$ cat config.mk
export PLATFORM = sky130hd
export DESIGN_NAME = desf_csr
export DESIGN_NICKNAME = d
export VERILOG_FILES = /design/src/design/desf_pkg.sv /design/src/design/desf_csr.sv
export SDC_FILE = /design/constraint.sdc
export NUM_CORES = 1
export LEC_CHECK = 0
export BUFFER_PORTS_ARGS = -buffer_cell sky130_fd_sc_hd__clkbuf_2
export CELL_PAD_IN_SITES_DETAIL_PLACEMENT = 1
export CELL_PAD_IN_SITES_GLOBAL_PLACEMENT = 1
export CORE_UTILIZATION = 33
export CTS_CLUSTER_DIAMETER = 80
export DETAILED_ROUTE_END_ITERATION = 10
export PLACE_DENSITY_LB_ADDON = 0.25
export SLEW_MARGIN = 20
export SYNTH_ARGS = -nofsm -noshare
export SYNTH_HDL_FRONTEND = slang
export SYNTH_SLANG_ARGS = --single-unit
$ cat constraint.sdc
create_clock -name clock -period 0.9 [get_ports clock]
set_input_delay 0.045 -clock clock [delete_from_list [all_inputs] [get_ports clock]]
set_output_delay 0.045 -clock clock [all_outputs]
set_load 0.01 [all_outputs]
$ cat src/design/desf_pkg.sv
`default_nettype none

package desf_pkg;

   // Field and register widths
   localparam int CNT_W     = 16;
   localparam int TOT_W     = 32;
   localparam int SCALE_W   = 25;
   localparam int ALPHA_W   = 9;
   localparam int VF_W      = 20;
   localparam int GAIN_W    = 24;
   localparam int RPM_W     = 25;
   localparam int SPEED_W   = 32;

   // Internal arithmetic widths
   localparam int SMOOTH_W  = 48;
   localparam int FRAC_W    = 16;
   localparam int RPMQ_W    = SMOOTH_W - FRAC_W;
   localparam int MUL_W     = RPM_W + 1;
   localparam int PROD_W    = 2 * MUL_W;
   localparam int FSHIFT    = ALPHA_W - 1;
   localparam int FDIFF_W   = SMOOTH_W + 1;
   localparam int FPROD_W   = FDIFF_W + ALPHA_W + 1;
   localparam int VEL_W     = RPM_W + VF_W;
   localparam int MAG_W     = VEL_W;
   localparam int GAIN_FRAC = 24;
   localparam int Q_W       = MAG_W + 1;

   // Configuration port
   localparam int DATA_W    = 32;
   localparam int ADDR_LSB  = 2;
   localparam int ADDR_W    = ADDR_LSB + 2;

   localparam logic [ALPHA_W-1:0] ALPHA_ONE = ALPHA_W'(1) << FSHIFT;
   localparam int FBIAS = (1 << FSHIFT) - 1;
   localparam int RBIAS = (1 << FRAC_W) - 1;

   localparam logic signed [PROD_W-1:0] RAW_MAX = PROD_W'({(SMOOTH_W-1){1'b1}});
   localparam logic signed [PROD_W-1:0] RAW_MIN = ~RAW_MAX;

   localparam logic signed [RPMQ_W-1:0] RPM_HI = RPMQ_W'(1) <<< (RPM_W - 2);
   localparam logic signed [RPMQ_W-1:0] RPM_LO = -RPM_HI;

   localparam logic signed [SPEED_W-1:0] S32_MAX = {1'b0, {(SPEED_W-1){1'b1}}};
   localparam logic signed [SPEED_W-1:0] S32_MIN = ~S32_MAX;
   localparam logic signed [VEL_W:0] LIN_MAX = (VEL_W+1)'(S32_MAX);
   localparam logic signed [VEL_W:0] LIN_MIN = (VEL_W+1)'(S32_MIN);
   localparam logic [Q_W-1:0] TURN_LIM = Q_W'(1) << (SPEED_W - 1);

   typedef enum logic [1:0] {
      REG_RPM_SCALE,
      REG_FILTER_ALPHA,
      REG_VELOCITY_FACTOR,
      REG_ANGULAR_GAIN
   } reg_idx_type;

   typedef struct packed {
      logic [SCALE_W-1:0] rpm_scale;
      logic [ALPHA_W-1:0] filter_alpha;
      logic [VF_W-1:0]    velocity_factor;
      logic [GAIN_W-1:0]  angular_gain;
   } cfg_type;

   localparam cfg_type CFG_RESET = '{
      rpm_scale:       SCALE_W'(65536),
      filter_alpha:    ALPHA_W'(179),
      velocity_factor: VF_W'(3403),
      angular_gain:    GAIN_W'(111848)
   };

   typedef enum logic [3:0] {
      OP_NONE,
      OP_LOAD,
      OP_RAW,
      OP_FMUL,
      OP_FADD,
      OP_RPM,
      OP_VEL,
      OP_COMB,
      OP_TURN_HI,
      OP_TURN_LO,
      OP_OUT
   } op_type;

   typedef struct packed {
      op_type op;
      logic   wheel;
   } cmd_type;

   typedef enum logic [3:0] {
      ST_IDLE,
      ST_RAW_L,
      ST_FMUL_L,
      ST_FADD_L,
      ST_RPM_L,
      ST_RAW_R,
      ST_FMUL_R,
      ST_FADD_R,
      ST_RPM_R,
      ST_VEL_L,
      ST_VEL_R,
      ST_COMB,
      ST_TURN_HI,
      ST_TURN_LO,
      ST_DONE
   } state_type;

endpackage

`default_nettype wire

$ cat src/design/desf_csr.sv
`default_nettype none

module desf_csr import desf_pkg::*; (
   input  logic              clock,
   input  logic              reset,
   input  logic              psel,
   input  logic              penable,
   input  logic              pwrite,
   input  logic [ADDR_W-1:0] paddr,
   input  logic [DATA_W-1:0] pwdata,
   output logic [DATA_W-1:0] prdata,
   output logic              pready,
   output cfg_type           cfg
);

   cfg_type     cfg_ff;
   reg_idx_type idx;
   logic        write_en;

   assign idx      = reg_idx_type'(paddr[ADDR_W-1:ADDR_LSB]);
   assign write_en = psel && penable && pwrite;
   assign pready   = 1'b1;
   assign cfg      = cfg_ff;

   always_ff @(posedge clock) begin
      if (reset) begin
         cfg_ff <= CFG_RESET;
      end else if (write_en) begin
         case (idx)
            REG_RPM_SCALE:       cfg_ff.rpm_scale       <= pwdata[SCALE_W-1:0];
            REG_FILTER_ALPHA:    cfg_ff.filter_alpha    <= pwdata[ALPHA_W-1:0];
            REG_VELOCITY_FACTOR: cfg_ff.velocity_factor <= pwdata[VF_W-1:0];
            REG_ANGULAR_GAIN:    cfg_ff.angular_gain    <= pwdata[GAIN_W-1:0];
            default: ;
         endcase
      end
   end

   always_comb begin
      case (idx)
         REG_RPM_SCALE:       prdata = DATA_W'(cfg_ff.rpm_scale);
         REG_FILTER_ALPHA:    prdata = DATA_W'(cfg_ff.filter_alpha);
         REG_VELOCITY_FACTOR: prdata = DATA_W'(cfg_ff.velocity_factor);
         REG_ANGULAR_GAIN:    prdata = DATA_W'(cfg_ff.angular_gain);
         default:             prdata = '0;
      endcase
   end

endmodule

`default_nettype wire

# Word level (Yosys, flattened, before mapping)
# Cells that the tools add are included.
[word_totals]
reg_bits = 78
latch_bits = 0
ramBits = 0
rom_bits = 0
in_bits = 41
word_cells = 15
n_memories = 0
[classes]
addsub = 0
multipliers = 0
div = 0
magnitude_cmp = 0
eq_ne = 3
shift = 0
muxes = 1
bitwise_logic = 0
n_reduce_logical = 7
[op_table]
columns = ["operator", "n"]
rows = [
  ["32-bit one-hot mux with 4 select lines", 1],
  ["2-bit AND reduction", 4],
  ["2-bit equality test (second input constant)", 2],
  ["2-bit by 1-bit equality test with 1-bit output (second input constant)", 1],
  ["1-bit logical AND", 2],
  ["2-bit zero test", 1],
]

# Longest topological paths before layout
# Gate-level depths: netlist of run 1.
[depth]
depth_word = 3
mapped_depth = 5
ltp_nobuf = 3

# Worst setup path before layout of run 1
# OpenSTA, ideal clock, no wires.
[synth_timing]
path_kind = "in2out"
start = "input port paddr[2]"
end = "output port prdata[1]"
arrival_ps = 922
required_ps = 855
slack_ps = -67
stages = 3
path_buffers = 2
path_cell_list = "buf_6 > buf_6 > mux4_2"
[synth_via]
elab_chain_cells = 2
[synth_lines]
columns = ["element", "line_no", "source"]
rows = [
  ["start, declared", "desf_csr.sv:9", "input logic [ADDR_W-1:0] paddr,"],
  ["2-bit equality test, or another cell as far along", "desf_csr.sv:40", "case (idx)"],
  ["32-bit one-hot mux with 4 select lines *", "desf_csr.sv:40", ""],
  ["end, declared", "desf_csr.sv:11", "output logic [DATA_W-1:0] prdata,"],
]
# Mark *: on every way between the ends. The rest lies on a longest branch, timed or not. The select of a mux whose other input is x is not followed.

# Worst setup path after layout of run 1
[layout_timing]
start = "register cfg_ff (netlist bit cfg[46])"
end = "output port prdata[2]"
[layout_via]
elab_chain_cells = 1
[layout_lines]
columns = ["element", "line_no", "source"]
rows = [
  ["start, declared", "desf_csr.sv:16", "cfg_type cfg_ff;"],
  ["32-bit one-hot mux with 4 select lines", "desf_csr.sv:40", ""],
]
# No other way between the ends. The select of a mux whose other input is x is not followed.

==> results of run 1 <==
==> logic make-up (layout without fill, tap and decap cells) <==
kind of cell           after synthesis  count (layout)  synth area share [%]
AOI/OAI and AO/OA                   19              19                  4.06
buffers and inverters               34             294                  6.49
muxes                               96              96                  28.7
other                                2               8                 0.195
and+or+nand+nor                    128             128                  20.1
DFF                                 78              78                  40.5
==> routing by layer <==
metal	share of wire [%]	vias up	routed length [um]	global-route usage, %
li1	-	1723	-	-
met1	40	1759	5530	24.8
met2	54	130	7370	39.0
met3	4.9	11	675	4.82
met4	1.4	0	193	6.95
met5	0	-	0	0
==> where the power goes <==
part           switching, mW  leakage, nW  internal (mW)
Combinational          0.519         2.50          0.629
Sequential            0.0351        0.648           3.51
Clock                   1.42        0.133           2.00
Total                   1.97         3.28           6.14
==> cell type report <==
type                       count  area, um2  share of cell area (%)
clock buffer                  14        264                    3.84
clock inverter                 1       5.00                  0.0727
multi-input combinational    251       2110                    30.7
sequential                    78       1660                    24.1
tap                          143        179                    2.60
timing repair buffer         279       2670                    38.7
==> critical path, delay by kind of cell (launching register included) <==
kind / cells / cell delay [ns]
flip-flops: 1 / 0.34
buffers and inverters: 1 / 0.14
multiplexers: 1 / 0.47
==> cells in the mapped netlist, types with 5 or more instances <==
cell type and number:
buf_4 13, mux2_4 5, clkbuf_1 7, a22o_1 15, mux2_1 6, buf_2 5, nor2_1 36, buf_6 9
mux4_2 9, mux2i_1 76, nand2b_1 77, dfxtp_1 78
==> stage by stage <==
step,instance area (um2),worst slack (ns),util [%],TNS [ns],power [mW]
2_1_floorplan,3890,0.0115,-,0,4.15
3_3_place_gp,5260,-0.206,46.0,-14.93,4.50
3_5_place_dp,5260,-0.262,46.0,-17.62,4.52
4_1_cts,6210,-0.424,54.4,-11.47,8.02
5_1_grt,6880,-0.472,60.3,-13.83,8.39
6_report,6880,-0.434,60.3,-11.28,8.11
==> final timing paths <==
check,endpoint,slack [ns],start
setup / recovery,prdata[2],-0.43,cfg[46]
hold / removal,cfg[5],0.007,pwdata[5]
setup reg to reg,cfg[7],-0.04,cfg[7]
hold reg to reg,cfg[72],0.48,cfg[72]
==> repair_timing <==
action,in CTS,in global routing
hold buffers,14,0
pin swaps,2,4
hold endpoints to repair,22,0
buffers inserted,25,42
cloned,0,1
resized for setup,151,173
endpoints found under the setup margin,91,100
==> results.md, run 1 <==
- Outcome: finished with violations
- Failing checks: negative setup slack
- Lkg Pwr: 3.28 nW
- Y dimension of the die: 110 um
- Primary FF master, synth: dfxtp_1
- Hold Crit Class: in2reg
- Avg Cell Area, Syn: around 11 um2
- DRC violations left: 0
- Number of distinct library cell variants in the gate-level netlist after synthesis: 27
- CTS tree: built
- Required time of the critical path: 0.85 ns
- Leading cell type in the layout, fill and taps excluded: buf_6
- Clock insertion delay at the later pin of the skew report: 0.34 ns
- X dimension of the die: 110 um
- Detailed-placement wirelength estimate: 8660 um
- Number of placed instances, taps included: 693
- Setup Skew: 0 ns
- Startpoint-to-endpoint class of the critical path: reg2out
- Worst-case setup margin in the final layout: -0.434 ns
- Ordered cell list for the critical path: mux4_2 > buf_6
- Iteration-0 DRC count of the detailed router: 105
- Remaining antenna violation count after routing: 0
- Post-synthesis instance area: around 3900 um2
- Hold Path Cell Cnt: 3
- Library cell with the largest summed area after synthesis: dfxtp_1
- Average wire length per cell after detail routing: 18.0 um
- First-pass GRT wire length: 19200 um
- Routed wire length: roughly 14000 um
- Final max-slew violation count: 0
- Layout filler cell count: 1214
- Number of antenna violations at the first check in global routing: 0
- Remaining global-route overflow: 0
- CTS Root Cell: clkbuf_16
- Fraction of layout cells with a size suffix above 1: 62.3%
- Post-synth EDFFs: 0
- Fraction of post-synthesis cell area in the top cell type by area: 40.5%
- Count of input and output buffers: 134
- Number of rows in the core area: 39
- Portion of the post-synthesis area used by sequential elements: roughly two fifths
- Global-route usage over all layers: 21.5%
- Setup-failing EPs final: 93
- Crit path arrival time: 1.29 ns
- Crit-path max FO: 2
- TritonCTS buffer count: 9
- IR Drop Worst-Case VDD: 0.973 mV
- Reg2reg path depth: 5
- 1st-pass router iterations: 5
- Max-cap check violation count: 0
- Maximum clock rate: 750 MHz
- Signed area change from the synthesized netlist to the final layout: 78.5%
- Clock transition at the registers of the reported paths: about 0.06 ns
- Final critical delay including setup and external delays: 1.33 ns
- Post-synthesis register bit count: 78
- Flip-flop count of the largest register after layout: 78
- Number of standard cells in the layout, taps in and fillers out: about 770
- Biggest cell delay along the critical path: 0.47 ns
- Largest buffer count on any clock path: 2
- Slowest cell on crit path: mux4_2
- Number of levels in the clock H-tree: 3
- Most frequent cells in the layout: 132 x buf_6, 78 x dfxtp_2, 76 x nand2b_1, 76 x mux2i_1, 62 x clkbuf_2
- Weighted congestion at the end of routability-driven global placement: 0.776
- Initial core utilization: 33.8%
- Critical Path Start Type: register
- Via total after detailed routing: 3623
- Core area: about 11000 um2
- Number of placed I/O pins: 152
- Hold Violations, Final: 0
- Gate count after technology mapping: 357
- Yosys synthesis warning count: 0
- Antenna cell count: 0
- CP Capture Type: output pin
- Vias per Instance: 4.73
- Hold slack final: between 0.007 and 0.008 ns
- Clock Sinks: 78
- Maximum number of pins on one net before global-route repair: 55
- Via count of the first global-routing pass: between 3000 and 4000
- Die ar.: between 10000 and 15000 um2
- Final cycle utilization of the critical path: 148%
- RSZ-0062 raised after global routing: yes
- Largest cells by area after synthesis: dfxtp_1 41%, mux2i_1 20%, nand2b_1 12%, mux4_2 5.3%, nor2_1 3.5%
- Proportion of synthesized flip-flops having asynchronous set or reset: 0%
- Cell area power density: 1180 nW/um2
- Layout Nets: 660
(Power assumes the default switching activity.)
==> run 2: changes to the inputs <==
CORE_ASPECT_RATIO = 0.9   (was default)
==> run 2 against run 1 <==
  * The run still ends with negative setup slack left
  * Sequential share of layout area down 0.40 points
  * Sequential power about the same
  * Die area about the same
  * Utilization up 1.1 points
  * Clock skew unchanged
  * Clock power up 15%
  * Worst setup slack worse by 0.012 ns
  * Critical path type unchanged
  * Critical endpoint is now prdata[6]
  * Highest routed layer unchanged
==> results.md, run 2 (synthesis results as in run 1) <==
- Final cycle utilization of the critical path: 150%
- Detailed-placement wirelength estimate: 8780 um
- Internal power: 6.62 mW
- Weighted congestion at the end of routability-driven global placement: roughly 0.8
- Routed wire length: between 15000 and 20000 um
- Initial core utilization: between 30% and 40%
- Clock Sinks: 78
- Clock power share: around 45%
- Final critical delay including setup and external delays: 1.35 ns
- Fraction of layout cells with a size suffix above 1: 61.6%
- Switching share of total power: 24.2%
- Hold Violations, Final: 0
- Slowest cell on crit path: mux4_2
- Net switching power: 2.11 mW
- Number of buffers and inverters on the critical path: 1
- Global-route usage over all layers: a little under a quarter
- CTS Root Cell: clkbuf_16
- Flip-flop count of the largest register after layout: 78
- R2R Setup Slk: approximately 0.010 ns
- Largest buffer count on any clock path: 2
- Die ar.: roughly 12000 um2
- Hold Crit Class: in2reg
- Dpl cell area: 5230 um2
- X dimension of the die: around 120 um
- Number of levels in the clock H-tree: 3
- Max-cap check violation count: 0
- Count of input and output buffers: 134
- Remaining antenna violation count after routing: 0
- Number of antenna violations at the first check in global routing: 0
- Core area: 11400 um2
- Maximum number of pins on one net before global-route repair: 49
- CTS tree: built
- Hold slack final: 0.000651 ns
- First-pass GRT wire length: 20500 um
- Clock transition at the registers of the reported paths: 0.06 ns
- Biggest cell delay along the critical path: ~0.49 ns
- Endpoint of the worst setup timing path: prdata[6]
- Outcome: finished with violations
- Ordered cell list for the critical path: mux4_2 > clkbuf_2
- Part of the total power dissipated in sequential elements: roughly two fifths
- RSZ-0062 raised after global routing: yes
- Most frequent cells in the layout: 126 x buf_6, 77 x nand2b_1, 77 x dfxtp_2
- Post-layout instance area: about 7000 um2
- Clock insertion delay at the later pin of the skew report: 0.34 ns
- DRC violations left: 0
- Signed area change from the synthesized netlist to the final layout: 81.4%
- TritonCTS buffer count: 9
- Worst path top cell family by delay: multiplexers
- Crit path depth: 2
- Via total after detailed routing: 3745
- Average wire length per cell after detail routing: 19.8 um
- Vias per Instance: 4.81
- IR Drop Worst-Case VDD: 0.867 mV
- Final max-slew violation count: 0
- Remaining global-route overflow: 0
- Required time of the critical path: 0.85 ns
- Antenna cell count: 0
- Lkg Pwr: 3.31 nW
- Worst-case setup margin in the final layout: -0.446 ns
- Launching element of the worst setup path: cfg[6]
- Layout Nets: 659
- Via count of the first global-routing pass: 3822
- Startpoint-to-endpoint class of the critical path: reg2out
- Y dimension of the die: 105 um
- Crit-path max FO: 2
- Setup Skew: 0 ns
- Crit path arrival time: 1.30 ns
- Leading cell type in the layout, fill and taps excluded: buf_6
- Reg2reg path depth: 4
- 1st-pass router iterations: 4
- FF-to-FF End: cfg[25]
- Cell area power density: 1250 nW/um2
- Final cell utilization of the core: 61.4%
- CP Capture Type: output pin
- Setup-failing EPs final: 109
- Combinational power share: 14.1%
- Reg-to-reg startpoint: cfg[25]
- Critical Path Start Type: register
- Maximum clock rate: between 700 and 800 MHz
- Iteration-0 DRC count of the detailed router: 130
- Failing checks: negative setup slack
- Number of rows in the core area: 37
- Number of placed I/O pins: roughly 150
==> run 2: worst min-delay path by stage <==
stage	start	endpoint	slack [ns]	cells after the start
after floorplan	pwdata[10]	cfg[63]	0.19	2
after global routing	pwdata[14]	cfg[14]	0.02	3
after global placement	pwdata[24]	cfg[77]	0.28	3
after CTS	pwdata[18]	cfg[42]	0.004	3
after detailed placement	pwdata[24]	cfg[77]	0.29	3
final	pwdata[18]	cfg[42]	0.0007	3
==> run 2: metrics by stage <==
step | TNS (ns) | total power [mW] | cells | worst slack (ns)
final | -12.41 | 8.73 | 779 | -0.446
after global routing | -15.01 | 9.02 | 779 | -0.486
after CTS | -11.85 | 8.61 | 752 | -0.440
after detailed placement | -18.49 | 4.53 | 704 | -0.244
after global placement | -16.57 | 4.50 | 704 | -0.232
after floorplan | 0 | 4.15 | 363 | 0.0115
==> run 2: final cells by class <==
| cell class | count | area (um2) |
|---|---|---|
| Sequential cell | 78 | 1660 |
| Timing Repair Buffer | 278 | 2720 |
| Tap cell | 156 | 195 |
| Fill cell | 1220 | 4400 |
| Clock buffer | 13 | 280 |
| Clock inverter | 3 | 40.0 |
| Multi-Input combinational cell | 251 | 2100 |
==> run 2: what timing repair did <==
item,in CTS,in global routing
pin swaps,5,3
hold buffers,18,0
hold endpoints to repair,29,0
cloned,1,1
endpoints found under the setup margin,97,121
gates resized for setup,169,170
setup buffers,18,53
==> run 2: worst register-to-register path: stages, from the launching register on <==
cell	delay, ns
dfxtp_2	0.32
buf_6	0.11
buf_4	0.12
nor2_1	0.12
mux2i_1	0.09
==> run 2: power groups by stage <==
stage	combinational [mW]	sequential (mW)	clock, mW
final	1.23	3.54	3.96
after global routing	1.29	3.54	4.18
after CTS	1.10	3.54	3.97
after detailed placement	0.925	3.60	0
after global placement	0.902	3.60	0
after floorplan	0.529	3.62	0
==> run 2: routing by layer <==
layer | vias up | wire length (um) | GRT usage (%)
met5 | - | 0 | 0
met4 | 0 | 311 | 7.88
met3 | 23 | 455 | 4.12
met2 | 99 | 8420 | 40.3
met1 | 1888 | 6210 | 26.8
li1 | 1735 | - | -
==> run 3: changes to the inputs <==
MAX_ROUTING_LAYER = met4   (was default)
==> run 3 against run 2 <==
  * The flow still finishes with violations (negative setup slack)
  * Routed wire length decreased by 4.2%
  * Sequential power about the same
  * Critical path depth unchanged
  * Non-clock buffer count decreased by 2
  * Power about the same
  * Die area unchanged
  * Count of clock-buffer cells in the layout unchanged
  * Critical path type unchanged
  * Largest cell class unchanged
  * Highest routed layer unchanged
==> results.md, run 3 (synthesis results as in run 1) <==
- Layout Nets: 657
- Initial core utilization: about a third
- Cell area power density: 1250 nW/um2
- Average wire length per cell after detail routing: 19.0 um
- Signed area change from the synthesized netlist to the final layout: 80.9%
- Failing checks: negative setup slack
- First-pass GRT wire length: 20500 um
- Fraction of layout cells with a size suffix above 1: 61.4%
- Largest buffer count on any clock path: 2
- Most frequent cells in the layout: 126 x buf_6, 77 x nand2b_1, 77 x dfxtp_2
- Maximum number of pins on one net before global-route repair: 49
- Clock transition at the registers of the reported paths: 0.07 ns
- Count of input and output buffers: 134
- Worst-case setup margin in the final layout: -0.441 ns
- Iteration-0 DRC count of the detailed router: 136
- Core area: ~11000 um2
- Routed wire length: 14800 um
- Clock insertion delay at the later pin of the skew report: 0.34 ns
- Hold Violations, Final: 0
- Remaining antenna violation count after routing: 0
- Crit path arrival time: 1.30 ns
- Required time of the critical path: 0.85 ns
- IR Drop Worst-Case VDD: 0.875 mV
- Vias per Instance: 4.77
- Met2 wire length: 7850 um
- DRC violations left: 0
- Crit-path max FO: 2
- Uppermost routed layer: met4
- Clock Sinks: 78
- Flip-flop count of the largest register after layout: 78
- Via count of the first global-routing pass: 3825
- Remaining global-route overflow: 0
- CTS tree: built
- Hold slack final: 0.0105 ns
- CTS Root Cell: clkbuf_16
- Max-cap check violation count: 0
- Number of levels in the clock H-tree: 3
- Hold Crit Class: in2reg
- Number of antenna violations at the first check in global routing: 0
- CP Capture Type: output pin
- Final cycle utilization of the critical path: 149%
- Global-route usage over all layers: 23.2%
- Met3 wirelength from detailed routing: 476 um
- Via total after detailed routing: between 3000 and 4000
- Lkg Pwr: about 3.3 nW
- Detailed-placement wirelength estimate: a little under 9000 um
- Pre-CTS setup slack: -0.244 ns
- Startpoint-to-endpoint class of the critical path: reg2out
- Leading cell type in the layout, fill and taps excluded: buf_6
- Die ar.: 12100 um2
- Number of placed I/O pins: 152
- Wire length on met1: 5960 um
- Maximum clock rate: 746 MHz
- Weighted congestion at the end of routability-driven global placement: 0.792
- TritonCTS buffer count: 9
- Number of rows in the core area: 37
- Final critical delay including setup and external delays: 1.34 ns
- Antenna cell count: 0
- Critical Path Start Type: register
- RSZ-0062 raised after global routing: yes
- Post-layout power: 8.72 mW
- 1st-pass router iterations: 4
- X dimension of the die: 116 um
- Outcome: finished with violations
- Final max-slew violation count: 0
- Setup-failing EPs final: 107
- Setup Skew: 0 ns
- Y dimension of the die: 105 um
==> run 3: cell types whose count changed in the layout (fill, tap and decap cells not counted), sizes merged <==
| cell | delta |
|---|---|
| clkbuf | -1 |
| buf | -1 |
==> run 3: metrics by stage <==
step | setup TNS (ns) | std cells | instance area (um2) | utilization, %
finish | -12.27 | 777 | 6980 | 61.3
global route | -14.57 | 777 | 6980 | 61.3
CTS | -11.85 | 752 | 6400 | 56.2
detailed placement | -18.49 | 704 | 5230 | 45.9
global placement | -16.57 | 704 | 5230 | 45.9
floorplan | 0 | 363 | 3890 | -
==> run 3: worst paths after layout <==
path         slack (ns)  cells past startpoint        from        end
min reg2reg        0.49                      2     cfg[72]    cfg[72]
max reg2reg        0.03                      3     cfg[18]    cfg[18]
max               -0.44                      2      cfg[6]  prdata[6]
min                0.01                      3  pwdata[14]    cfg[14]
==> run 3: layout make-up <==
cell class	count	area [um2]
clock inverters	3	40.0
multi-input cells	251	2100
clock buffers	13	280
flip-flops and latches	78	1660
fillers	1230	4410
well taps	156	195
repair buffers	276	2710
==> run 3: metal layers <==
layer	up-vias	global-route usage (%)
li1	1734	-
met1	1841	27.0
met2	101	40.2
met3	30	3.07
met4	0	9.25
met5	-	-
==> run 3: critical path: stages, from the launching register on <==
cell	delay, ns
dfxtp_1	0.32
mux4_2	0.49
clkbuf_2	0.15
==> run 3: power by group <==
group / internal, mW / total [mW] / switching (mW)
clock network: 2.44 / 3.97 / 1.52
logic: 0.669 / 1.21 / 0.545
registers: 3.50 / 3.54 / 0.0360
==> run 3: timing repair <==
item                                    4_1_cts  5_1_grt
endpoints found under the setup margin       97      122
gates cloned                                  1        1
pin swaps                                     5        3
resized for setup                           169      170
hold endpoints to repair                     29        0
hold buffers                                 18        0
buffers inserted                             18       51
