==> src/design/desf_pkg.sv <==
`default_nettype none

package desf_pkg;

   // Field and register widths
   localparam int CNT_W     = 16;
   localparam int TOT_W     = 32;
   localparam int SCALE_W   = 25;
   localparam int ALPHA_W   = 9;
   localparam int VF_W      = 20;
   localparam int GAIN_W    = 24;
   localparam int RPM_W     = 25;
   localparam int SPEED_W   = 32;

   // Internal arithmetic widths
   localparam int SMOOTH_W  = 48;
   localparam int FRAC_W    = 16;
   localparam int RPMQ_W    = SMOOTH_W - FRAC_W;
   localparam int MUL_W     = RPM_W + 1;
   localparam int PROD_W    = 2 * MUL_W;
   localparam int FSHIFT    = ALPHA_W - 1;
   localparam int FDIFF_W   = SMOOTH_W + 1;
   localparam int FPROD_W   = FDIFF_W + ALPHA_W + 1;
   localparam int VEL_W     = RPM_W + VF_W;
   localparam int MAG_W     = VEL_W;
   localparam int GAIN_FRAC = 24;
   localparam int Q_W       = MAG_W + 1;

   // Configuration port
   localparam int DATA_W    = 32;
   localparam int ADDR_LSB  = 2;
   localparam int ADDR_W    = ADDR_LSB + 2;

   localparam logic [ALPHA_W-1:0] ALPHA_ONE = ALPHA_W'(1) << FSHIFT;
   localparam int FBIAS = (1 << FSHIFT) - 1;
   localparam int RBIAS = (1 << FRAC_W) - 1;

   localparam logic signed [PROD_W-1:0] RAW_MAX = PROD_W'({(SMOOTH_W-1){1'b1}});
   localparam logic signed [PROD_W-1:0] RAW_MIN = ~RAW_MAX;

   localparam logic signed [RPMQ_W-1:0] RPM_HI = RPMQ_W'(1) <<< (RPM_W - 2);
   localparam logic signed [RPMQ_W-1:0] RPM_LO = -RPM_HI;

   localparam logic signed [SPEED_W-1:0] S32_MAX = {1'b0, {(SPEED_W-1){1'b1}}};
   localparam logic signed [SPEED_W-1:0] S32_MIN = ~S32_MAX;
   localparam logic signed [VEL_W:0] LIN_MAX = (VEL_W+1)'(S32_MAX);
   localparam logic signed [VEL_W:0] LIN_MIN = (VEL_W+1)'(S32_MIN);
   localparam logic [Q_W-1:0] TURN_LIM = Q_W'(1) << (SPEED_W - 1);

   typedef enum logic [1:0] {
      REG_RPM_SCALE,
      REG_FILTER_ALPHA,
      REG_VELOCITY_FACTOR,
      REG_ANGULAR_GAIN
   } reg_idx_type;

   typedef struct packed {
      logic [SCALE_W-1:0] rpm_scale;
      logic [ALPHA_W-1:0] filter_alpha;
      logic [VF_W-1:0]    velocity_factor;
      logic [GAIN_W-1:0]  angular_gain;
   } cfg_type;

   localparam cfg_type CFG_RESET = '{
      rpm_scale:       SCALE_W'(65536),
      filter_alpha:    ALPHA_W'(179),
      velocity_factor: VF_W'(3403),
      angular_gain:    GAIN_W'(111848)
   };

   typedef enum logic [3:0] {
      OP_NONE,
      OP_LOAD,
      OP_RAW,
      OP_FMUL,
      OP_FADD,
      OP_RPM,
      OP_VEL,
      OP_COMB,
      OP_TURN_HI,
      OP_TURN_LO,
      OP_OUT
   } op_type;

   typedef struct packed {
      op_type op;
      logic   wheel;
   } cmd_type;

   typedef enum logic [3:0] {
      ST_IDLE,
      ST_RAW_L,
      ST_FMUL_L,
      ST_FADD_L,
      ST_RPM_L,
      ST_RAW_R,
      ST_FMUL_R,
      ST_FADD_R,
      ST_RPM_R,
      ST_VEL_L,
      ST_VEL_R,
      ST_COMB,
      ST_TURN_HI,
      ST_TURN_LO,
      ST_DONE
   } state_type;

endpackage

`default_nettype wire

==> src/design/desf_ctrl.sv <==
`default_nettype none

module desf_ctrl import desf_pkg::*; (
   input  logic    clock,
   input  logic    reset,
   input  logic    req_valid,
   output logic    req_stall,
   output logic    rsp_valid,
   input  logic    rsp_stall,
   output cmd_type cmd
);

   state_type state_ff, state_in;
   logic      rsp_valid_ff, rsp_valid_in;

   always_ff @(posedge clock) begin
      if (reset) begin
         state_ff     <= ST_IDLE;
         rsp_valid_ff <= 1'b0;
      end else begin
         state_ff     <= state_in;
         rsp_valid_ff <= rsp_valid_in;
      end
   end

   always_comb begin
      state_in     = state_ff;
      rsp_valid_in = rsp_valid_ff && rsp_stall;
      cmd.op       = OP_NONE;
      cmd.wheel    = 1'b0;
      case (state_ff)
         ST_IDLE: begin
            if (req_valid) begin
               cmd.op   = OP_LOAD;
               state_in = ST_RAW_L;
            end
         end
         ST_RAW_L: begin
            cmd.op   = OP_RAW;
            state_in = ST_FMUL_L;
         end
         ST_FMUL_L: begin
            cmd.op   = OP_FMUL;
            state_in = ST_FADD_L;
         end
         ST_FADD_L: begin
            cmd.op   = OP_FADD;
            state_in = ST_RPM_L;
         end
         ST_RPM_L: begin
            cmd.op   = OP_RPM;
            state_in = ST_RAW_R;
         end
         ST_RAW_R: begin
            cmd.op    = OP_RAW;
            cmd.wheel = 1'b1;
            state_in  = ST_FMUL_R;
         end
         ST_FMUL_R: begin
            cmd.op    = OP_FMUL;
            cmd.wheel = 1'b1;
            state_in  = ST_FADD_R;
         end
         ST_FADD_R: begin
            cmd.op    = OP_FADD;
            cmd.wheel = 1'b1;
            state_in  = ST_RPM_R;
         end
         ST_RPM_R: begin
            cmd.op    = OP_RPM;
            cmd.wheel = 1'b1;
            state_in  = ST_VEL_L;
         end
         ST_VEL_L: begin
            cmd.op   = OP_VEL;
            state_in = ST_VEL_R;
         end
         ST_VEL_R: begin
            cmd.op    = OP_VEL;
            cmd.wheel = 1'b1;
            state_in  = ST_COMB;
         end
         ST_COMB: begin
            cmd.op   = OP_COMB;
            state_in = ST_TURN_HI;
         end
         ST_TURN_HI: begin
            cmd.op   = OP_TURN_HI;
            state_in = ST_TURN_LO;
         end
         ST_TURN_LO: begin
            cmd.op   = OP_TURN_LO;
            state_in = ST_DONE;
         end
         ST_DONE: begin
            // hold until the output register is free or being drained
            if (!(rsp_valid_ff && rsp_stall)) begin
               cmd.op       = OP_OUT;
               rsp_valid_in = 1'b1;
               state_in     = ST_IDLE;
            end
         end
         default: state_in = ST_IDLE;
      endcase
   end

   assign req_stall = (state_ff != ST_IDLE);
   assign rsp_valid = rsp_valid_ff;

endmodule

`default_nettype wire

==> config.mk <==
export PLATFORM = sky130hd
export DESIGN_NAME = desf_ctrl
export DESIGN_NICKNAME = d
export VERILOG_FILES = /design/src/design/desf_pkg.sv /design/src/design/desf_ctrl.sv
export SDC_FILE = /design/constraint.sdc
export NUM_CORES = 1
export LEC_CHECK = 0
export BUFFER_PORTS_ARGS = -buffer_cell sky130_fd_sc_hd__buf_4
export CAP_MARGIN = 20
export CORE_AREA = 2 2 39 41
export CTS_BUF_LIST = sky130_fd_sc_hd__clkbuf_2
export DETAILED_ROUTE_END_ITERATION = 6
export DIE_AREA = 0 0 41 43
export GPL_ROUTABILITY_DRIVEN = 1
export GPL_TIMING_DRIVEN = 0
export SETUP_SLACK_MARGIN = 0.1
export SLEW_MARGIN = 25
export SYNTH_ARGS = -nofsm -noshare
export SYNTH_HDL_FRONTEND = slang
export SYNTH_SLANG_ARGS = --single-unit
==> constraint.sdc <==
create_clock -name clock -period 1.35 [get_ports clock]
set_input_delay 0.135 -clock clock [delete_from_list [all_inputs] [get_ports clock]]
set_output_delay 0.135 -clock clock [all_outputs]
set_load 0.005 [all_outputs]
# Word-level counts from Yosys, hierarchy flattened
# Cells that the tools add are included.
dict set report totals {
  in_bits 4
  out_inout_bits 7
  word_cells 36
  regBits 5
}
dict set report classes {
  muxes 8
  reduce_logical 10
  n_eq_ne 16
}
# cell count
set ops {}
lappend ops {{$pmux 4 s15} 1}
lappend ops {{$pmux 4 s10} 1}
lappend ops {{$eq 4x4->1 const B} 7}
lappend ops {{$eq 4x3->1 const B} 4}
lappend ops {{$mux 4} 3}
lappend ops {{$reduce_or 2->1} 5}
lappend ops {{$eq 4x2->1 const B} 2}
lappend ops {{$reduce_or 5->1} 1}
lappend ops {{$eq 4x1->1 const B} 1}
lappend ops {{$logic_not 4->1} 1}
lappend ops {{$ne 2x2->1 const B} 2}
lappend ops {{$reduce_bool 4->1} 1}
lappend ops {{$mux 1} 3}
lappend ops {{$reduce_and 2->1} 1}
lappend ops {{$logic_and 1x1->1} 1}

# Depth between registers and ports, before layout
# Gate-level depths: netlist of the first run.
dict set report logic_depth {
  depth_word 3
  mapped_depth 4
}

# Least setup slack after synthesis of the first run
# Ideal clock, no wire load.
dict set report synth_timing {
  kind {flip-flop to output port}
  startpoint {register state_ff[3]}
  endpoint {output cmd[1] (netlist bit)}
  t_arrival_ns 0.930
  n_path_buf 1
  path_stages_with_launch 5
  slack_ns 0.285
  path_cell_list {dfxtp_1 -> buf_4 -> nor2_1 -> o21a_1 -> a211oi_1}
}
# item line
set synth_lines {}
lappend synth_lines {{start: declaration} desf_ctrl.sv:13} ;# state_type state_ff, state_in;
lappend synth_lines {{start signal: assignment} desf_ctrl.sv:21} ;# state_ff <= state_in;
lappend synth_lines {{end: declaration} desf_ctrl.sv:10} ;# output cmd_type cmd

==> results.md, run 1 <==
- GR Util All Layers: approximately 15%
- Final critical-path required period: around 1.4 ns
- CTS root buf: clkbuf_2
- Sw frac: around 34%
- Diodes inserted: 0
- Max VDD drop: about 0.32 mV
- Worst Skew: 0.01051 ns
- First-pass GRT wire length: approximately 1600 um
- Mux cell area share after synthesis: 3.309%
- Number of DRC markers in iteration 0: 13
- Wire per inst: 12.94 um
- DP Area: roughly 440 um2
- Path depth of the worst reg2reg path: 5
- DRC Markers: 0
- Congestion Overflow GR: 0
- Synth warnings: 0
- Initial antenna violation count: 0
- Final period util: 100.8%
- Simple-gate share of the synthesized area: 27.94%
- Layout cell share with drive strength beyond 1: 65.71%
- Largest net degree at the start of global routing: 11
- Pint: about 0.00037 W
- Final Hold Viols: 0
- Largest family of logic cells by synthesized area: compound AO/OA/AOI/OAI gates
- Netlist cell types: 22
- CTS sink count: 5
- Critical path startpoint category: flip-flop
- PwrDens: 908.2 nW/um2
- Synth Register Bits: 5
- # setup viols final: 1
- Final HPWL DP: 574.8 um
- Max FO, Critical Path: 5
- Max-Cap Viols: 0
- Cell count after synthesis: 48
- Setup ws final: -0.01047 ns
- Design Area, Final: 619.3 um2
- Worst Max-Slew Pin Slew: about 0.21 ns
- Die Y: ~43 um
- Max Transition Viols Final: 0
- Post-DRT Antenna Nets: 0
- Area of the core: around 1400 um2
- GR peak layer: met2
- Synth Area per Inst: between 7 and 8 um2
- Hold Path Sink: state_ff[3]$_SDFFE_PP0P_
- Hold path depth: 2
- Comb pwr share: between 40% and 50%
- Fin util: between 40 and 50%
- Crit. End Element: primary output
- Compound-gate portion of the synthesized area: between 30% and 40%
- Vias in the first global route: 372
- Commonest non-fill, non-tap cells in the layout: 16 x buf_4, 5 x buf_6, 5 x nand2_1
- Register area share after synthesis: 29.41%
- IO Pins: 11
- Hold/Removal Path Class: input pin to flip-flop
- First-pass detailed-route iteration total: 4
- Failing checks: setup timing
- Sequential share of power: 31.9%
- Xor/xnor cell area share of the yosys netlist: 0%
- Leak: roughly 0.26 nW
- WL final: about 1100 um
- M2 GR Usage: a little over a fifth
- Hold_buf cts: 0
- Commonest non-fill, non-tap cell in the layout: buf_4
- Area Overhead vs Synth: 81.99%
- Via-to-Cell Ratio: 4.977
- Reg2reg end: state_ff[1]$_SDFFE_PP0P_
- Final-stage net count: 75
- Initial Util: approximately 25%
- Arr. time, crit path: 1.23 ns
- Adder-cell share of the synthesized area: 0%
- I/O Buffers: 10
- H-tree levels: 1
- Site Rows: 14
- Via count: between 400 and 500
- Syn Nets: 52
- Hold Startpoint: reset
- Outcome: finished with violations
- Met1 Use GR: about 16%
- CTS tree: done
- FF-to-FF setup slack: around 0.1 ns
- Met3 Track Usage GR: 7.853%
- Critical setup path kind: flip-flop to primary output
- Post-synth design cell area: about 340 um2
- FMAX: 0.7350 GHz
- GP Congestion: between 0.7 and 0.8
- Clock tree buffer depth: 2
- TritonCTS Buffers: 3
- Worst-skew pair later-pin latency: 0.23 ns
- Clock-pin slew on the worst setup and hold paths: around 0.070 ns
- Worst Path Required: ~1.2 ns
- R2R Path Start: state_ff[0]$_SDFFE_PP0P_
- RSZ-0062 raised after global routing: yes
- Die W: between 40 and 50 um
- Sw Pwr: slightly below 0.0002 W
- Relative slew slack: 85.89%
- DIE AREA: between 1500 and 2000 um2
- Clock share of power: a little over a quarter
==> through the flow <==
stage	hold WS, ns	setup slack [ns]	instances	total power (W)	TNS (ns)
global placement	0.3472	0.1341	74	0.0003229	0
detailed placement	0.3506	0.1226	74	0.0003220	0
finish	0.1062	-0.01047	86	0.0005625	-0.01047
CTS	0.09598	0.03865	84	0.0005255	0
floorplan	0.2041	0.2846	48	0.0002608	0
global route	0.08547	-0.06146	86	0.0005951	-0.1126
==> flip-flops by register name, summed over array words and instances (netlist names) <==
| register | cells |
|---|---|
| rsp_valid | 1 |
| state_ff | 4 |
==> cell type report <==
cell class                 count  area (um2)
buffer                         3       33.78
clock buffer                   4       20.02
fill                         148       764.5
inverter                       2       10.01
multi-input combinational     38       284.0
sequential                     5       108.9
tap                           16       20.02
timing repair buffer          18       142.6
==> power groups by stage <==
stage | combinational (W) | clock (W) | sequential [W]
6_report | 0.000237 | 0.000146 | 0.000179
5_1_grt | 0.000254 | 0.000161 | 0.000180
4_1_cts | 0.000198 | 0.000148 | 0.000179
3_5_place_dp | 0.000150 | 0 | 0.000172
3_3_place_gp | 0.000150 | 0 | 0.000173
2_1_floorplan | 0.0000917 | 0 | 0.000169
==> synthesized netlist by cell type <==
cell type,n,area (um2)
nand2_1,5,18.77
buf_2,1,5.000
a211oi_1,2,15.01
a21oi_1,6,30.03
buf_4,2,15.01
nand2_2,1,6.260
inv_2,1,3.750
dfxtp_1,5,100.1
a311o_2,1,11.26
a31oi_1,2,12.51
inv_1,1,3.750
o22ai_1,1,6.260
o21ai_0,3,15.01
a211o_1,1,8.760
or3_1,1,6.260
o21a_1,1,7.510
mux2_2,1,11.26
nand4b_1,1,8.760
nand3_1,1,5.000
and2_2,1,7.510
nor2_1,8,30.03
nor2b_1,2,12.51
==> kinds of logic (layout without fill, tap and decap cells) <==
kind of cell,count (synthesis),count (layout)
simple gates,20,20
buf+inv,5,27
mux,1,1
flops,5,5
compound gates,17,17
==> layer usage <==
metal | share of wire, % | wire (um) | up-vias
li1 | - | - | 215
met1 | 40 | 445 | 192
met2 | 53 | 587 | 19
met3 | 5.9 | 66 | 2
met4 | 1.3 | 14 | 0
met5 | 0 | 0 | -
==> how the worst max path moves through the flow <==
stage	startpoint	endpoint	slack [ns]	cells past startpoint
finish	state_ff[3]$_SDFFE_PP0P_	cmd[1]	-0.01	5
global route	state_ff[3]$_SDFFE_PP0P_	cmd[1]	-0.06	5
CTS	state_ff[3]$_SDFFE_PP0P_	cmd[1]	0.04	4
detailed placement	state_ff[3]$_SDFFE_PP0P_	cmd[1]	0.12	5
global placement	state_ff[3]$_SDFFE_PP0P_	cmd[1]	0.13	5
floorplan	state_ff[3]$_SDFFE_PP0P_	cmd[1]	0.28	4
==> what timing repair did <==
item	in CTS	in global routing
endpoints found under the setup margin	5	8
pin swaps	4	3
setup buffers	6	2
gates resized for setup	25	8
==> critical path, cell delays in order, from the launching register on <==
cell,delay (ns)
dfxtp_2,0.35
buf_6,0.12
nor2_4,0.03
o21a_1,0.19
a211oi_2,0.16
buf_4,0.14
No activity file was read; power rests on OpenSTA's default activity.
==> run 2: changes to the inputs <==
- CORE_AREA: 2 2 39 41 -> default
- CORE_MARGIN: default -> 2
- CORE_UTILIZATION: default -> 25
- DIE_AREA: 0 0 41 43 -> default
==> run 2 against run 1 <==
The flow now finishes without violations. Die area down 5.1%. Critical path depth shrank 2. Power increased by 0.68%. Largest cell class unchanged. Cell count increased by 2.3%.
==> results.md, run 2 (synthesized netlist as in run 1, its figures left out) <==
- Outcome: finished clean (was finished with violations)
- Commonest non-fill, non-tap cells in the layout: 18 x buf_4, 5 x buf_6, 5 x nand2_1, 5 x nor2_1, 4 x clkbuf_2 (was 16 x buf_4, 5 x buf_6, 5 x nand2_1)
- Critical setup path kind: flip-flop to primary output (unchanged)
- Diodes inserted: 0 (unchanged)
- Hold/Removal Path Class: input pin to flip-flop (unchanged)
- CTS root buf: clkbuf_2 (unchanged)
- First-pass GRT wire length: 1524 um (was 1635 um)
- Worst Skew: 0.004477 ns (was 0.01051 ns)
- Largest register FFs: 4 (unchanged)
- Post-layout power: 0.0005663 W (was 0.0005625 W)
- Area Overhead vs Synth: 89.71% (was 81.99%)
- Met1 Use GR: 14.56% (was 16.35%)
- GP Congestion: 0.6909 (was 0.7216)
- Final HPWL DP: 658.4 um (was 574.8 um)
- M2 GR Usage: 25.00% (was 21.56%)
- Die Y: 40.90 um (was 43 um)
- Largest net degree at the start of global routing: 9 (was 11)
- Max stage delay cell, worst path: mux2_2 (was dfxtp_2)
- Commonest non-fill, non-tap cell in the layout: buf_4 (unchanged)
- Max FO, Critical Path: 7 (was 5)
- TritonCTS Buffers: 3 (unchanged)
- Vias in the first global route: 374 (was 372)
- Pint: 0.0003783 W (was 0.0003691 W)
- WL final: 1149 um (was 1113 um)
- Comb pwr share: 43.6% (was 42.1%)
- Worst path depth: 3 (was 5)
- I/O Buffers: 10 (unchanged)
- PwrDens: 877.2 nW/um2 (was 908.2 nW/um2)
- Sw frac: 33.20% (was 34.38%)
- Clock tree buffer depth: 2 (unchanged)
- Arr. time, crit path: 1.17 ns (was 1.23 ns)
- H-tree levels: 1 (unchanged)
- Area of the core: 1285 um2 (was 1384 um2)
- Max-Cap Viols: 0 (unchanged)
- Sequential share of power: 31.7% (was 31.9%)
- Non-Filler Instances: 88 (was 86)
- Number of DRC markers in iteration 0: 2 (was 13)
- Final period util: 96.75% (was 100.8%)
- Clock-pin slew on the worst setup and hold paths: 0.06 ns (was 0.07 ns)
- CP bufs+invs: 2 (unchanged)
- Worst Max-Slew Pin Slew: 0.1732 ns (was 0.2111 ns)
- Final Hold Viols: 0 (unchanged)
- Hold_buf cts: 0 (unchanged)
- Placed insts: 73 (was 74)
- Max Transition Viols Final: 0 (unchanged)
- Critical path startpoint category: flip-flop (unchanged)
- Sw Pwr: 0.0001880 W (was 0.0001934 W)
- Max VDD drop: 0.3056 mV (was 0.3203 mV)
- Worst Path Required: 1.22 ns (about the same)
- Clock share of power: 24.7% (was 26.0%)
- Congestion Overflow GR: 0 (unchanged)
- Largest register by flop count: state_ff (unchanged)
- Met3 Track Usage GR: 6.522% (was 7.853%)
- FMAX: 0.7656 GHz (was 0.7350 GHz)
- Final-stage net count: 78 (was 75)
- Final critical-path required period: 1.306 ns (was 1.360 ns)
- Post-DRT Antenna Nets: 0 (unchanged)
- Initial antenna violation count: 0 (unchanged)
- Site Rows: 13 (was 14)
- RSZ-0062 raised after global routing: yes (unchanged)
- IO Pins: 11 (unchanged)
- Crit path largest cell delay: 0.34 ns (was 0.35 ns)
- GR Util All Layers: 15.23% (was 14.74%)
- CP top delay family: multiplexers (was flip-flops)
- Via-to-Cell Ratio: 5.114 (was 4.977)
- Critical path, cell by cell: buf_6 -> mux2_2 -> buf_4 (was buf_6 -> nor2_4 -> o21a_1 -> a211oi_2 -> buf_4)
- CTS sink count: 5 (unchanged)
- Leak: 0.2856 nW (was 0.2589 nW)
- Crit. End Element: primary output (unchanged)
- Relative slew slack: 88.42% (was 85.89%)
- GR peak layer: met2 (unchanged)
- DIE AREA: 1672 um2 (was 1763 um2)
- CTS tree: done (unchanged)
- Hold path depth: 2 (unchanged)
- DRC Markers: 0 (unchanged)
- Initial Util: 26.48% (was 24.59%)
- # setup viols final: 0 (was 1)
- Die W: 40.90 um (was 41 um)
- Path depth of the worst reg2reg path: 5 (unchanged)
- First-pass detailed-route iteration total: 3 (was 4)
- Via count: 450 (was 428)
- Layout cell share with drive strength beyond 1: 67.12% (was 65.71%)
- Wire per inst: 13.06 um (was 12.94 um)
- Worst-skew pair later-pin latency: 0.22 ns (was 0.23 ns)
[run 2: cell count changes in the layout (fill, tap and decap cells not counted), sizes merged]
cell	delta
buf	+3
[run 2: final cells by class]
cell class,count,area [um2]
fill,114,639.4
multi-input combinational,38,277.8
timing repair buffer,21,177.7
sequential,5,110.1
buffer,3,33.78
clock buffer,4,20.02
tap,15,18.77
inverter,2,7.507
[run 2: power groups by stage]
stage	sequential [W]	clock (W)	combinational, W
floorplan	0.000169	0	0.0000917
global placement	0.000173	0	0.000148
detailed placement	0.000174	0	0.000150
CTS	0.000178	0.000145	0.000230
global route	0.000180	0.000156	0.000267
finish	0.000180	0.000140	0.000247
[run 2: through the flow]
step	hold WS, ns	utilization [%]	setup TNS, ns	worst slack (ns)	cell area (um2)
detailed placement	0.3424	33.79	0	0.1268	434.2
finish	0.09964	50.24	0	0.04384	645.6
global route	0.08512	50.24	-0.08434	-0.03519	645.6
global placement	0.3427	33.79	0	0.1367	434.2
floorplan	0.2041	-	0	0.2846	340.3
CTS	0.09682	49.17	0	0.03969	631.9
[run 2: worst paths after layout]
check / from / to / slack, ns
worst max-delay path: state_ff[2]$_SDFFE_PP0P_ / cmd[0] / 0.04
worst min-delay path: reset / state_ff[1]$_SDFFE_PP0P_ / 0.1
worst max register to register: state_ff[0]$_SDFFE_PP0P_ / state_ff[1]$_SDFFE_PP0P_ / 0.12
worst min register to register: rsp_valid$_SDFF_PP0_ / state_ff[3]$_SDFFE_PP0P_ / 0.54
[run 2: worst register-to-register path, cell delays in order, from the launching register on]
cell     delay [ns]
dfxtp_4        0.37
buf_6          0.13
buf_12         0.12
buf_4          0.13
a311o_2        0.31
a21oi_2        0.11
[run 2: what timing repair did]
item,4_1_cts,5_1_grt
setup endpoints to repair,5,7
resized for setup,27,4
hold endpoints to repair,0,0
buffers inserted,11,0
pin swaps,2,1
[run 2: per-layer routing]
layer,vias up,routed length (um)
li1,220,-
met4,0,29
met1,216,462
met2,10,613
met5,-,0
met3,4,44
==> run 3: changes to the inputs <==
- CELL_PAD_IN_SITES_DETAIL_PLACEMENT: default -> 1
- CELL_PAD_IN_SITES_GLOBAL_PLACEMENT: default -> 1
- CORE_MARGIN: 2 -> 3
- PLACE_DENSITY_LB_ADDON: default -> 0.1
==> run 3 against run 2 <==
The run now ends with setup timing left. Flip-flop and latch count unchanged. Power down 6.2%. Cell count down 4.5%. Wire length up 2.3%. First-iteration DRC count rose to 3.5 times the previous value. Via count up 0.22%. Critical endpoint is now cmd[1].
==> results.md, run 3 (synthesized netlist as in run 1, its figures left out) <==
- Final Hold Viols: 0 (unchanged)
- Via-to-Cell Ratio: 5.369 (was 5.114)
- Number of DRC markers in iteration 0: 7 (was 2)
- Max FO, Critical Path: 7 (unchanged)
- Area Overhead vs Synth: 68.75% (was 89.71%)
- Critical setup path kind: flip-flop to primary output (unchanged)
- Sw frac: 33.29% (was 33.20%)
- Worst Skew: 0.003572 ns (was 0.004477 ns)
- Failing checks: setup timing
- Area of the core: 1186 um2 (was 1285 um2)
- Largest register by flop count: state_ff (unchanged)
- Hold_buf cts: 0 (unchanged)
- DRC Markers: 0 (unchanged)
- CTS root buf: clkbuf_2 (unchanged)
- Setup TNS: -0.05349 ns (was 0 ns)
- Max VDD drop: 0.4173 mV (was 0.3056 mV)
- Worst Max-Slew Pin Slew: 0.2241 ns (was 0.1732 ns)
- H-tree levels: 1 (unchanged)
- Design Area, Final: 574.3 um2 (was 645.6 um2)
- IO Pins: 11 (unchanged)
- Comb pwr share: 39.8% (was 43.6%)
- Vias in the first global route: 433 (was 374)
- Arr. time, crit path: 1.27 ns (was 1.17 ns)
- Critical path startpoint category: flip-flop (unchanged)
- Final critical-path required period: 1.403 ns (was 1.306 ns)
- Wire per inst: 13.99 um (was 13.06 um)
- Diodes inserted: 0 (unchanged)
- WL final: 1175 um (was 1149 um)
- Initial Util: 28.69% (was 26.48%)
- Setup ws final: -0.05349 ns (was 0.04384 ns)
- GP Congestion: 0.7591 (was 0.6909)
- DIE AREA: 1840 um2 (was 1672 um2)
- Final period util: 104.0% (was 96.75%)
- PwrDens: 925.4 nW/um2 (was 877.2 nW/um2)
- Commonest non-fill, non-tap cell in the layout: buf_4 (unchanged)
- Final-stage net count: 75 (was 78)
- Sw Pwr: 0.0001769 W (was 0.0001880 W)
- Site Rows: 12 (was 13)
- FMAX: 0.7125 GHz (was 0.7656 GHz)
- Pint: 0.0003545 W (was 0.0003783 W)
- Clock tree buffer depth: 2 (unchanged)
- Leak: 0.2491 nW (was 0.2856 nW)
- Clock share of power: 26.5% (was 24.7%)
- Die W: 42.90 um (was 40.90 um)
- DP Area: 432.9 um2 (was 434.2 um2)
- First-pass GRT wire length: 1994 um (was 1524 um)
- Initial antenna violation count: 0 (unchanged)
- CTS sink count: 5 (unchanged)
- Outcome: finished with violations (was finished clean)
- Worst-skew pair later-pin latency: 0.22 ns (about the same)
- TritonCTS Buffers: 3 (unchanged)
- Max Transition Viols Final: 0 (unchanged)
- Hold slack: 0.1089 ns (was 0.09964 ns)
- Max-Cap Viols: 0 (unchanged)
- Die Y: 42.90 um (was 40.90 um)
- Largest register FFs: 4 (unchanged)
- First-pass detailed-route iteration total: 4 (was 3)
- Layout cell share with drive strength beyond 1: 60.00% (was 67.12%)
- Sequential share of power: 33.7% (was 31.7%)
- Congestion Overflow GR: 0 (unchanged)
- GR Util All Layers: 15.00% (was 15.23%)
- Via count: 451 (was 450)
- I/O Buffers: 10 (unchanged)
- Post-DRT Antenna Nets: 0 (unchanged)
- Crit. End Element: primary output (unchanged)
- Worst Path Required: 1.22 ns (about the same)
- Clock-pin slew on the worst setup and hold paths: 0.06 ns (about the same)
- Final HPWL DP: 716.8 um (was 658.4 um)
- Fin util: 48.42% (was 50.24%)
- # setup viols final: 1 (was 0)
- Relative slew slack: 84.96% (was 88.42%)
- CTS tree: done (unchanged)
- RSZ-0062 raised after global routing: yes (unchanged)
- Commonest non-fill, non-tap cells in the layout: 18 x buf_4, 5 x nor2_1, 5 x nand2_1, 5 x a21oi_1, 4 x clkbuf_2 (was 18 x buf_4, 5 x buf_6, 5 x nand2_1, 5 x nor2_1, 4 x clkbuf_2)
- Hold/Removal Path Class: input pin to flip-flop (unchanged)
- Largest net degree at the start of global routing: 9 (unchanged)
run 3: repair_timing:
| action | CTS | global route |
|---|---|---|
| setup buffers | 7 | 1 |
| pin swaps | 1 | 2 |
| setup endpoints to repair | 5 | 6 |
| gates resized for setup | 22 | 2 |
run 3: final timing paths:
kind | startpoint | endpoint | slack, ns | cells past startpoint
worst max register to register | state_ff[0]$_SDFFE_PP0P_ | state_ff[1]$_SDFFE_PP0P_ | 0.19 | 4
worst max-delay path | state_ff[0]$_SDFFE_PP0P_ | cmd[1] | -0.05 | 4
worst min register to register | rsp_valid$_SDFF_PP0_ | state_ff[3]$_SDFFE_PP0P_ | 0.55 | 2
worst min-delay path | reset | rsp_valid$_SDFF_PP0_ | 0.11 | 2
run 3: cell type report:
type	count	area, um2
plain buffers	3	33.78
clock buffers	4	20.02
fillers	153	611.8
inverters	2	10.01
multi-input cells	38	247.7
flip-flops and latches	5	110.1
well taps	14	17.52
repair buffers	18	135.1
run 3: power groups by stage:
stage	combinational, W	clock [W]	sequential, W
final	0.000212	0.000141	0.000179
after global routing	0.000232	0.000157	0.000180
after CTS	0.000206	0.000146	0.000179
after detailed placement	0.000155	0	0.000172
after global placement	0.000153	0	0.000172
after floorplan	0.0000917	0	0.000169
run 3: critical path: stages (launching register included):
cell      delay (ns)
dfxtp_4         0.37
buf_6           0.14
o21a_1          0.20
a211oi_2        0.19
buf_4           0.15
run 3: metrics by stage:
stage	setup WS [ns]	std cells	total power [W]
3_5_place_dp	0.09986	72	0.0003269
2_1_floorplan	0.2846	48	0.0002608
6_report	-0.05349	84	0.0005315
4_1_cts	0.02221	83	0.0005308
5_1_grt	-0.1038	84	0.0005697
3_3_place_gp	0.09915	72	0.0003253
run 3: metal layers:
| metal | wire length, um | up-vias | share of wire [%] | global-route usage [%] |
|---|---|---|---|---|
| met4 | 0 | 0 | 0 | 5.590 |
| li1 | - | 216 | - | - |
| met2 | 591 | 18 | 50 | 23.65 |
| met3 | 86 | 0 | 7.3 | 6.356 |
| met1 | 497 | 217 | 42 | 17.79 |
| met5 | 0 | - | 0 | 0 |
